<file path="config.mk">
export PLATFORM = sky130hd
export DESIGN_NAME = trap_entry_interrupt_select
export DESIGN_NICKNAME = d
export VERILOG_FILES = /design/src/rtl/tei_pkg.sv /design/src/rtl/tei_decode.sv /design/src/rtl/tei_update.sv /design/src/rtl/trap_entry_interrupt_select.sv
export SDC_FILE = /design/constraint.sdc
export NUM_CORES = 1
export LEC_CHECK = 0
export ABC_AREA = 1
export BUFFER_PORTS_ARGS = -buffer_cell sky130_fd_sc_hd__buf_4
export CAP_MARGIN = 10
export CORE_AREA = 3 3 264 266
export DETAILED_ROUTE_END_ITERATION = 12
export DIE_AREA = 0 0 267 269
export PLACE_DENSITY = 0.79
export SLEW_MARGIN = 30
export SYNTH_ARGS = -nofsm -noshare
export SYNTH_HDL_FRONTEND = slang
export SYNTH_HIERARCHICAL = 1
export SYNTH_SLANG_ARGS = --single-unit
export TNS_END_PERCENT = 50
</file>
<file path="constraint.sdc">
create_clock -name clk_i -period 2.1 [get_ports clk_i]
set_input_delay 0.42 -clock clk_i [delete_from_list [all_inputs] [get_ports clk_i]]
set_output_delay 0.42 -clock clk_i [all_outputs]
set_load 0.02 [all_outputs]
</file>
<file path="src/rtl/tei_pkg.sv">
package tei_pkg;

  // Bit positions in mip / mie
  localparam int unsigned BitSw    = 3;
  localparam int unsigned BitTimer = 7;
  localparam int unsigned BitExt   = 11;

  // Bit positions in mstatus
  localparam int unsigned MieBit  = 3;
  localparam int unsigned MpieBit = 7;
  localparam int unsigned MppLsb  = 11;

  // Interrupt cause codes (bit 63 is added on top)
  localparam logic [62:0] CauseSw    = 63'd3;
  localparam logic [62:0] CauseTimer = 63'd7;
  localparam logic [62:0] CauseExt   = 63'd11;

  // Privilege modes
  localparam logic [1:0] PrivU = 2'd0;
  localparam logic [1:0] PrivS = 2'd1;
  localparam logic [1:0] PrivM = 2'd3;

  // Target CSR bank
  localparam logic [1:0] TgtNone = 2'd0;
  localparam logic [1:0] TgtM    = 2'd1;
  localparam logic [1:0] TgtS    = 2'd2;

  // Priority levels in service
  localparam logic [1:0] LvlSw    = 2'd1;
  localparam logic [1:0] LvlTimer = 2'd2;
  localparam logic [1:0] LvlExt   = 2'd3;

  typedef enum logic [1:0] {
    CFG_MTVEC = 2'd0,
    CFG_STVEC = 2'd1,
    CFG_MIE   = 2'd2
  } cfg_idx_e;

  typedef enum logic [2:0] {
    SRC_NONE,
    SRC_EXC,
    SRC_EXT,
    SRC_TIMER,
    SRC_SW
  } src_e;

  typedef struct packed {
    logic        kind;
    logic [63:0] current_pc;
    logic [63:0] trap_cause;
    logic [1:0]  privilege;
    logic [63:0] status_word;
    logic [11:0] pending_word;
    logic [1:0]  active_level;
    logic        external_claimed;
    logic [63:0] timer_now;
    logic [63:0] timer_compare;
  } req_t;

  typedef struct packed {
    logic        trap_taken;
    logic [1:0]  target_level;
    logic [63:0] next_pc;
    logic [1:0]  next_privilege;
    logic [63:0] next_status;
    logic [11:0] next_pending;
    logic [1:0]  next_level;
    logic [63:0] saved_pc;
    logic [63:0] saved_cause;
    logic        claim_consumed;
  } rsp_t;

  // Request plus the selected trap source, carried from decode to update
  typedef struct packed {
    req_t req;
    src_e src;
  } sel_t;

endpackage

</file>
<file path="src/rtl/tei_decode.sv">
module tei_decode (
  input  logic          clk_i,
  input  logic          rst_ni,
  input  logic          vld_i,
  input  tei_pkg::req_t req_i,
  input  logic [11:0]   ie_i,
  output logic          vld_o,
  output tei_pkg::sel_t sel_o
);
  import tei_pkg::*;

  logic vld_q;
  sel_t sel_d, sel_q;

  // Pick the trap source: exception, else, if MIE is set, external > timer > software
  always_comb begin
    sel_d.req = req_i;
    if (!req_i.kind) begin
      sel_d.src = SRC_EXC;
    end else if (!req_i.status_word[MieBit]) begin
      sel_d.src = SRC_NONE;
    end else if (ie_i[BitExt] && req_i.pending_word[BitExt] &&
                 (req_i.active_level < LvlExt) && req_i.external_claimed) begin
      sel_d.src = SRC_EXT;
    end else if (ie_i[BitTimer] && (req_i.timer_now >= req_i.timer_compare) &&
                 (req_i.active_level < LvlTimer)) begin
      sel_d.src = SRC_TIMER;
    end else if (ie_i[BitSw] && req_i.pending_word[BitSw] &&
                 (req_i.active_level < LvlSw)) begin
      sel_d.src = SRC_SW;
    end else begin
      sel_d.src = SRC_NONE;
    end
  end

  always_ff @(posedge clk_i or negedge rst_ni) begin
    if (!rst_ni) begin
      vld_q <= 1'b0;
    end else begin
      vld_q <= vld_i;
    end
  end

  always_ff @(posedge clk_i) begin
    sel_q <= sel_d;
  end

  assign vld_o = vld_q;
  assign sel_o = sel_q;

endmodule

</file>
<file path="src/rtl/tei_update.sv">
module tei_update (
  input  logic          clk_i,
  input  logic          rst_ni,
  input  logic          vld_i,
  input  tei_pkg::sel_t sel_i,
  input  logic [63:0]   mtvec_i,
  input  logic [63:0]   stvec_i,
  output logic          vld_o,
  output tei_pkg::rsp_t rsp_o
);
  import tei_pkg::*;

  logic        vld_q;
  rsp_t        rsp_d, rsp_q;
  logic [1:0]  priv;
  logic [63:0] st;
  logic [63:0] cause;

  always_comb begin
    priv = (sel_i.req.privilege == 2'd2) ? PrivM : sel_i.req.privilege;
    st   = sel_i.req.status_word;

    case (sel_i.src)
      SRC_EXT:   cause = {1'b1, CauseExt};
      SRC_TIMER: cause = {1'b1, CauseTimer};
      SRC_SW:    cause = {1'b1, CauseSw};
      default:   cause = sel_i.req.trap_cause;
    endcase

    // Pass-through defaults for the no-trap case
    rsp_d.trap_taken     = 1'b0;
    rsp_d.target_level   = TgtNone;
    rsp_d.next_pc        = sel_i.req.current_pc;
    rsp_d.next_privilege = sel_i.req.privilege;
    rsp_d.next_status    = sel_i.req.status_word;
    rsp_d.next_pending   = sel_i.req.pending_word;
    rsp_d.next_level     = sel_i.req.active_level;
    rsp_d.saved_pc       = '0;
    rsp_d.saved_cause    = '0;
    rsp_d.claim_consumed = 1'b0;

    if (sel_i.src != SRC_NONE) begin
      rsp_d.trap_taken  = 1'b1;
      rsp_d.saved_pc    = sel_i.req.current_pc;
      rsp_d.saved_cause = cause;
      if (priv == PrivS) begin
        rsp_d.target_level   = TgtS;
        rsp_d.next_pc        = stvec_i;
        rsp_d.next_privilege = PrivS;
      end else begin
        st[MppLsb +: 2]      = priv;
        st[MpieBit]          = st[MieBit];
        rsp_d.target_level   = TgtM;
        rsp_d.next_pc        = mtvec_i;
        rsp_d.next_privilege = PrivM;
        rsp_d.next_status    = st;
      end
    end

    case (sel_i.src)
      SRC_EXT: begin
        rsp_d.next_pending[BitExt] = 1'b0;
        rsp_d.next_level           = LvlExt;
        rsp_d.claim_consumed       = 1'b1;
      end
      SRC_TIMER: begin
        rsp_d.next_level = LvlTimer;
      end
      SRC_SW: begin
        rsp_d.next_pending[BitSw] = 1'b0;
        rsp_d.next_level          = LvlSw;
      end
      default: begin
      end
    endcase
  end

  always_ff @(posedge clk_i or negedge rst_ni) begin
    if (!rst_ni) begin
      vld_q <= 1'b0;
    end else begin
      vld_q <= vld_i;
    end
  end

  always_ff @(posedge clk_i) begin
    rsp_q <= rsp_d;
  end

  assign vld_o = vld_q;
  assign rsp_o = rsp_q;

endmodule

</file>
<file path="src/rtl/trap_entry_interrupt_select.sv">
// Trap entry and interrupt selection for one hart.
//
// Request channel: drive req_i and pulse start_i; a request is taken at every
// rising edge where start_i is high and busy_o is low. busy_o stays low, so a
// new request may be issued every cycle.
// Result channel: done_o is high for exactly one cycle with rsp_o valid; the
// receiver must take it in that cycle, there is no back-pressure.
// Path: a request passes the input register, the source decode register and
// the trap update register before done_o rises with the result.
// Throughput: one request per cycle; the three stages run independently.
// Configuration: cfg_we_i writes cfg_wdata_i into register cfg_idx_i
// (0 mtvec, 1 stvec, 2 mie) at the clock edge; write only while no request
// is in flight. Index 3 is ignored.
// Reset: rst_ni clears all stage valid bits and the configuration registers;
// nothing is in flight afterwards and the block is ready at once.
module trap_entry_interrupt_select (
  input  logic          clk_i,
  input  logic          rst_ni,
  input  logic          start_i,
  output logic          busy_o,
  input  tei_pkg::req_t req_i,
  output logic          done_o,
  output tei_pkg::rsp_t rsp_o,
  input  logic          cfg_we_i,
  input  logic [1:0]    cfg_idx_i,
  input  logic [63:0]   cfg_wdata_i
);
  import tei_pkg::*;

  // Configuration registers
  logic [63:0] mtvec_q, stvec_q;
  logic [11:0] mie_q;

  // Stage 1: request capture
  logic vld_q;
  req_t req_q;

  // Stage 2 outputs
  logic dec_vld;
  sel_t dec_sel;

  // Never stall: every stage advances every cycle
  assign busy_o = 1'b0;

  always_ff @(posedge clk_i or negedge rst_ni) begin
    if (!rst_ni) begin
      mtvec_q <= '0;
      stvec_q <= '0;
      mie_q   <= '0;
    end else if (cfg_we_i) begin
      case (cfg_idx_i)
        CFG_MTVEC: mtvec_q <= cfg_wdata_i;
        CFG_STVEC: stvec_q <= cfg_wdata_i;
        CFG_MIE:   mie_q   <= cfg_wdata_i[11:0];
        default: begin
          // unmapped index, drop the write
        end
      endcase
    end
  end

  // Register the request; the valid bit travels with it
  always_ff @(posedge clk_i or negedge rst_ni) begin
    if (!rst_ni) begin
      vld_q <= 1'b0;
    end else begin
      vld_q <= start_i & ~busy_o;
    end
  end

  always_ff @(posedge clk_i) begin
    req_q <= req_i;
  end

  // Stage 2: timer compare and priority select
  tei_decode u_decode (
    .clk_i  (clk_i),
    .rst_ni (rst_ni),
    .vld_i  (vld_q),
    .req_i  (req_q),
    .ie_i   (mie_q),
    .vld_o  (dec_vld),
    .sel_o  (dec_sel)
  );

  // Stage 3: build the CSR updates into the result register
  tei_update u_update (
    .clk_i   (clk_i),
    .rst_ni  (rst_ni),
    .vld_i   (dec_vld),
    .sel_i   (dec_sel),
    .mtvec_i (mtvec_q),
    .stvec_i (stvec_q),
    .vld_o   (done_o),
    .rsp_o   (rsp_o)
  );

endmodule
</file>
[Word-level counts from Yosys, hierarchy flattened]
Index checks and enable logic that the tools add are counted.
Word-level totals
  register bits: 968
  word-level logic and storage cells: 75
Operators by class
  $lt $le $gt $ge: 4
  bitwise gates (word level): 2
  equal/unequal tests: 7
  reductions and logical operators: 14
  multiplexer cells: 11
Operator list (count)
  $pmux W64 S3: 1
  $mux W133: 1
  $mux W68: 1
  $ge A64 B64 Y1: 1
  $mux W13: 1
  $reduce_and A2 Y1: 4
  $logic_and A1 B1 Y1: 7
  $eq A3 B2 Y1 const B: 2
  $mux W2: 3
  $pmux W2 S3: 1
  $eq A2 B1 Y1 const B: 2
  $eq A2 B2 Y1 const B: 2
  $lt A2 B2 Y1 const B: 2
  $reduce_or A4 Y1: 1
  $eq A3 B3 Y1 const B: 1
  $mux W3: 1
  $reduce_bool A3 Y1: 1
  $logic_not A2 Y1: 1
  $lt A2 B1 Y1 const B: 1
  $mux W1: 2
  $not A1 Y1: 2

[Depth between registers and ports, before layout]
Gate-level depths: netlist of run 1.
  depth in word-level cells: 6
  gate-level depth with buffers: 18
  mapped depth without buffers: 18

[Cells and area by module]
Netlist of run 1, hierarchy kept.
Modules (own cells, without submodules)
  trap_entry_interrupt_select: cells an instance 959, area each 12463.2 um^2, seq. area each 10294.9 um^2, times used 1
  tei_update: cells an instance 1005, area each 8749.6 um^2, seq. area each 5550.3 um^2, times used 1
  tei_decode: cells an instance 634, area each 8678.3 um^2, seq. area each 6851.6 um^2, times used 1

[Worst setup path before layout of run 1]
Ideal clock, no wire load.
  path kind: register to register
  start point: register req_q[55] (netlist bit)
  end point: register u_decode.sel_q (netlist bit u_decode/sel_o[2])
  setup time: 110 ps
  stages on the path, launching flop included: 14
  arrival: 1484 ps
  path slack: 506 ps
  path buffers: 0
  required time: 1990 ps
  cell sequence: dfxtp_1 > inv_1 > ha_1 > nand2_1 > nor2_2 > nand3_2 > nor2_4 > nand2_2 > nor3b_2 > nand2_1 > nand2_1 > nand2_2 > nand2_1 > nor2_1
Between the ends
  word-level cells in the longest chain between the ends: 4
RTL lines
  start: declaration: RTL line trap_entry_interrupt_select.sv:36  | req_t req_q;
  start signal: assignment: RTL line trap_entry_interrupt_select.sv:72  | req_q <= req_i;
  $ge A64 B64 Y1: RTL line tei_decode.sv:25  | end else if (ie_i[BitTimer] && (req_i.timer_now >= req_i.timer_compare) &&
  $logic_and A1 B1 Y1 (2 in series): RTL line tei_decode.sv:25
  $reduce_or A4 Y1 (no line)
  end signal: assignment: RTL line tei_decode.sv:45  | sel_q <= sel_d;
  end: declaration: RTL line tei_decode.sv:13  | sel_t sel_d, sel_q;
No other way between the ends.
A chain may end at the register's enable or synchronous reset.

[Worst setup path in the final report of run 1]
  start point: register req_q[15] (netlist bit)
  end point: register u_decode.sel_q (netlist bit u_decode/sel_o[2])
The elaborated chain is that of the path after synthesis.

==> metrics, run 1 <==
Pwr Density 1060 nW/um2; most frequent cell on the critical path nand2_1; H-tree levels 3; GR Util All Layers 0.245; critical path startpoint req_q[15]; Routed WL 90,400 um; die area 71,800 um2; Initial Util 0.400; period utilization 0.967; synthesized area 26,900 um2; R2R Path Start req_q[15]; Worst setup EP type flop; Placer Congestion 0.836; synth warn 6; syn_nets 2,904; largest net degree at the start of global routing 66; Leak 19.9 nW; Clk pin slew, worst setup/hold paths 0.07 ns; crit-path max FO 3; Post-CTS Setup Repair Bufs 0; share of cells above drive strength 1 0.261; Net count, final 4,004; Avg WL per Cell 20.2 um; TritonCTS clock tree done; detailed-route via count 21,300; WP data required 2.66 ns; crit-path max cell delay 0.33 ns; number of global-route vias before repair 23,200; Sink Count 959; PortBufs 684; critical path type flop to flop; DR DRC count 0; FP Rows 95; final hold vios 0; area grow syn2layout 48.7%; initial antenna violation count 9; first-pass GRT wire length 134,000 um; drt initial violations 1,432; gr ovfl total 0; relative slew slack 0.581; R2R cell count 15; height of the die 269 um; placed insts 3,930; Core ar. 67,300 um2; startpoint types flop; CP arrival 2.59 ns; result of the run completed; Fmax achieved 493 MHz; Setup WS post-layout 0.0698 ns; HP Start cfg_wdata_i[52]; post-route ant nets 0; # setup viols final 0; clk buf depth 3; WHS Path Cells 3; path type of the worst min-delay path input pin to flop; Critical-path top delay cell dfxtp_1; CTS buffer count 89; pre-CTS WS 0.109 ns; Max Slew Vio Count 0; setup_tns 0 ns; HPWL after DPL 50,200 um; Die X 267 um; post-route insts no fill 4,484; CP Cell Sequence inv_1 -> ha_1 -> nand2_1 -> a21oi_1 -> nor2_1 -> nand2_1 -> nor2_1 -> nand2_1 -> nand2_1 -> nand2_1 -> nand2_1 -> nand2_4 -> nand2_4 -> nand2_1 -> nor2_1; Tightest Pin Transition 0.629 ns; Worst IR Drop VDD 1160 uV; Clock Root Buffer clkbuf_16; Avg Synthesized Cell Area 11.1 um2; Clock Skews 0.0233 ns; Tmin final 2.03 ns; Syn Inst Count 2,432; TritonRoute pass-1 iters 6; Overall Power 42.3 mW; maxcap violations 0; Ports 686; Worst-Skew Late Latency 0.64 ns; vias per std cell 4.74
[cell usage in the layout, fill, tap and decap left out, types with 64 or more instances in the layout]
cell type / instances
nand3_1: 133
nand2_1: 645
inv_1: 212
ha_1: 64
nor2_1: 132
dlygate4sd3_1: 384
dfrtp_1: 134
clkbuf_16: 97
dfxtp_1: 823
buf_4: 716
nand4_1: 72
[metrics by stage]
| step | instance area, um2 | util | hold slack [ns] |
|---|---|---|---|
| finish | 40100 | 0.596 | 0.0489 |
| detailed placement | 33000 | 0.490 | 0.312 |
| global route | 40100 | 0.596 | 0.0103 |
| floorplan | 26900 | - | 0.124 |
| global placement | 33000 | 0.490 | 0.310 |
| CTS | 40000 | 0.595 | 0.000502 |
[final cells by class]
cell class,count,area (um2)
Sequential cell,959,19900
Inverter,219,828
Clock inverter,35,465
Timing Repair Buffer,1111,9430
Antenna cell,6,15.0
Clock buffer,129,2750
Tap cell,873,1090
Fill cell,4714,27200
Multi-Input combinational cell,1152,5610
[what timing repair did]
action                                 in CTS  in global routing
hold buffers                              384                  0
resized for setup                           0                  6
setup endpoints to repair                   0                  3
endpoints found under the hold margin     433                  0
[path summary, 6_finish.rpt]
check                                      end  slack [ns]
setup / recovery             u_decode/sel_o[2]        0.07
hold / removal                     mtvec_q[52]        0.05
setup reg to reg             u_decode/sel_o[2]        0.07
hold reg to reg            u_decode/sel_o[312]        0.32
max in group asynchronous          mtvec_q[51]        1.11
min in group asynchronous          mtvec_q[35]        0.33
[layer usage]
metal | track usage | up-vias | wire length [um]
met5 | 0 | - | 43
met4 | 0.153 | 6 | 5830
met3 | 0.0722 | 369 | 7480
met2 | 0.438 | 1180 | 45800
met1 | 0.252 | 10000 | 31300
li1 | - | 9710 | -
[worst max-delay path: cells and delay by family, from the launching register on]
| kind | cells | cell delay [ns] |
|---|---|---|
| AND/OR/NAND/NOR | 12 | 1.18 |
| buffers and inverters | 1 | 0.05 |
| flip-flops | 1 | 0.33 |
| adder cells (fa/ha/maj) | 1 | 0.33 |
| AO/OA/AOI/OAI | 1 | 0.08 |
[sequential cells by signal, indices dropped and copies added (netlist names)]
register / flops
u_update/vld_o: 1
stvec_q: 64
u_update/rsp_o: 276
mie_q: 3
u_decode/vld_o: 1
mtvec_q: 64
u_decode/sel_o: 211
vld_q: 1
req_q: 338
[report_power, final]
| part | switching (mW) | internal, mW | total, mW |
|---|---|---|---|
| Sequential | 0.610 | 19.6 | 20.2 |
| Combinational | 2.53 | 2.13 | 4.65 |
| Clock | 7.31 | 10.1 | 17.4 |
Note: power is estimated with default switching activity, not from simulation.
==> inputs of run 2 (changes only) <==
--- a/config.mk
+++ b/config.mk
@@ -11,7 +11,7 @@
 export CORE_AREA = 3 3 264 266
 export DETAILED_ROUTE_END_ITERATION = 12
 export DIE_AREA = 0 0 267 269
-export PLACE_DENSITY = 0.79
+export PLACE_DENSITY_LB_ADDON = 0.05
 export SLEW_MARGIN = 30
 export SYNTH_ARGS = -nofsm -noshare
 export SYNTH_HDL_FRONTEND = slang
==> run 2 against run 1 <==
  * First-iteration DRC count shrank 44%
  * Largest power group unchanged
  * Register-to-register slack gained 0.28 ns
  * Highest routed layer unchanged
  * Design area is essentially flat
==> metrics, run 2 (same netlist as run 1, synthesis figures left out) <==
gr ovfl total 0 (unchanged); post-route ant nets 0 (unchanged); CP Cell Sequence inv_1 -> ha_1 -> nand4_1 -> nor3_4 -> nand2_2 -> nor3b_2 -> nand2_1 -> nand2_1 -> nand2_2 -> nand2_1 -> nor2_1; commonest non-fill, non-tap cell in the layout dfxtp_1; die area 71,800 um2 (unchanged); placed insts 3,914 (-0.41%); number of global-route vias before repair 20,200 (-13%); CP arrival 2.30 ns (-0.29 ns); Flop pwr share 0.485 (+0.006); Worst-Skew Late Latency 0.65 ns (about the same); most frequent cells in the layout dfxtp_1 (824), buf_4 (694), nand2_1 (646); Core ar. 67,300 um2 (unchanged); path type of the worst min-delay path input pin to flop; final hold vios 0 (unchanged); setup_tns 0 ns (unchanged); Initial Util 0.400 (unchanged); Sink Count 959 (unchanged); CTS resizes 0 (unchanged); result of the run completed; Placer Congestion 0.798 (-4.5%); CTS buffer count 95 (+6.7%); area grow syn2layout 48.8% (about the same); Post-CTS Setup Repair Bufs 0 (unchanged); Clk pin slew, worst setup/hold paths 0.06 ns (about the same); # fillers 5,569 (+18%); Ports 686 (unchanged); critical path type flop to flop; Net count, final 3,998 (-0.15%); height of the die 269 um (unchanged); Max Slew Vio Count 0 (unchanged); startpoint types flop; drt initial violations 799 (-44%); Tmin final 1.75 ns (-0.276 ns); FP Rows 95 (unchanged); crit-path max FO 3 (unchanged); clock network fraction of total power 0.409 (-0.002); Critical-path top delay cell ha_1; WP data required 2.65 ns (about the same); initial antenna violation count 13 (+4); Comb power frac 0.106 (-0.004); H-tree levels 3 (unchanged); first-pass GRT wire length 112,000 um (-16%); DR DRC count 0 (unchanged); Clock Root Buffer clkbuf_16; total net switching power 9.86 mW (-5.6%); RSZ-0062 raised after global routing false; Pwr Density 1040 nW/um2 (-1.7%); P_int 31.7 mW (-0.43%); max FFs per register 338 (unchanged); Crit path buffers/inverters 1 (unchanged); TritonRoute pass-1 iters 5 (-1); # setup viols final 0 (unchanged); detailed-route via count 19,400 (-8.7%); relative slew slack 0.444 (-0.136); Worst IR Drop VDD 814 uV (-30%); period utilization 0.836 (-0.131); Tightest Pin Transition 0.833 ns (+0.204 ns); Largest Register req_q; post-route insts no fill 4,485 (+0.022%); Clock Skews 0.0433 ns (+0.0201 ns); Die X 267 um (unchanged); most frequent cell on the critical path nand2_1; Crit path max-delay family simple AND/OR/NAND/NOR gates; share of cells above drive strength 1 0.256 (-0.00485); GR Util All Layers 0.203 (-0.0412); vias per std cell 4.33 (-8.7%); HPWL after DPL 52,500 um (+4.5%); Layout Utilization 0.596 (about the same); Sw Share 0.237 (-0.00978); clk buf depth 3 (unchanged); Avg WL per Cell 16.7 um (-17%); TritonCTS clock tree done; largest net degree at the start of global routing 113 (+71%); Routed WL 74,900 um (-17%); Fmax achieved 570 MHz (+16%); crit-path max cell delay 0.32 ns (about the same); PortBufs 684 (unchanged); Leak 19.9 nW (about the same); Worst setup EP type flop; maxcap violations 0 (unchanged)
run 2: cell count changes in the layout (fill, tap and decap cells not counted), sizes merged:
cell and delta:
clkinv +6, dlygate4sd3 +4, diode +3, clkbuf +9
buf -16, clkinvlp -3, bufinv -2
run 2: power by group through the flow:
stage / Clock, mW / Combinational (mW) / Sequential, mW
finish: 17.0 / 4.41 / 20.1
global route: 18.2 / 4.85 / 20.3
CTS: 17.5 / 4.49 / 20.2
detailed placement: 0 / 3.82 / 20.5
global placement: 0 / 3.78 / 20.5
floorplan: 0 / 1.38 / 21.0
run 2: path summary, 6_finish.rpt:
path,cells after the start,start,endpoint,slack (ns)
min reg2reg,0,req_q[324],u_decode/sel_o[327],0.29
min in group asynchronous,2,rst_ni,u_decode/vld_o,0.30
min,3,cfg_wdata_i[7],mtvec_q[7],0.05
max,11,req_q[47],u_decode/sel_o[2],0.35
max in group asynchronous,3,rst_ni,stvec_q[33],1.12
max reg2reg,11,req_q[47],u_decode/sel_o[2],0.35
run 2: layout make-up:
cell class | count | area (um2) | share of cell area
Antenna cell | 9 | 22.5 | 0.000562
Clock buffer | 138 | 2790 | 0.0697
Clock inverter | 36 | 458 | 0.0114
Inverter | 219 | 825 | 0.0206
Multi-Input combinational cell | 1152 | 5600 | 0.140
Sequential cell | 959 | 19900 | 0.496
Tap cell | 873 | 1090 | 0.0272
Timing Repair Buffer | 1099 | 9430 | 0.235
run 2: repair_timing:
item	CTS	global route
hold endpoints to repair	449	0
setup endpoints to repair	0	0
hold buffers	388	0
run 2: worst reg2reg max path: cells and delay by family (launching register included):
kind,cells,cell delay [ns]
adder cells (fa/ha/maj),1,0.32
buffers and inverters,1,0.04
flip-flops,1,0.31
AND/OR/NAND/NOR,9,0.98
run 2: metal layers:
| metal | vias up | GRT usage | part of all wire |
|---|---|---|---|
| li1 | 9694 | - | - |
| met1 | 9040 | 0.228 | 0.38 |
| met2 | 537 | 0.366 | 0.52 |
| met3 | 141 | 0.0646 | 0.073 |
| met4 | 8 | 0.0685 | 0.029 |
| met5 | - | 0 | 0.00073 |
run 2: stage by stage:
stage	power, mW	hold slack, ns	cell area (um2)	setup WS, ns
2_1_floorplan	22.4	0.124	26900	0.524
3_3_place_gp	24.3	0.310	32900	0.355
3_5_place_dp	24.4	0.312	32900	0.334
4_1_cts	42.1	0.00231	40100	0.313
5_1_grt	43.3	0.0336	40100	0.0965
6_report	41.6	0.0459	40100	0.345
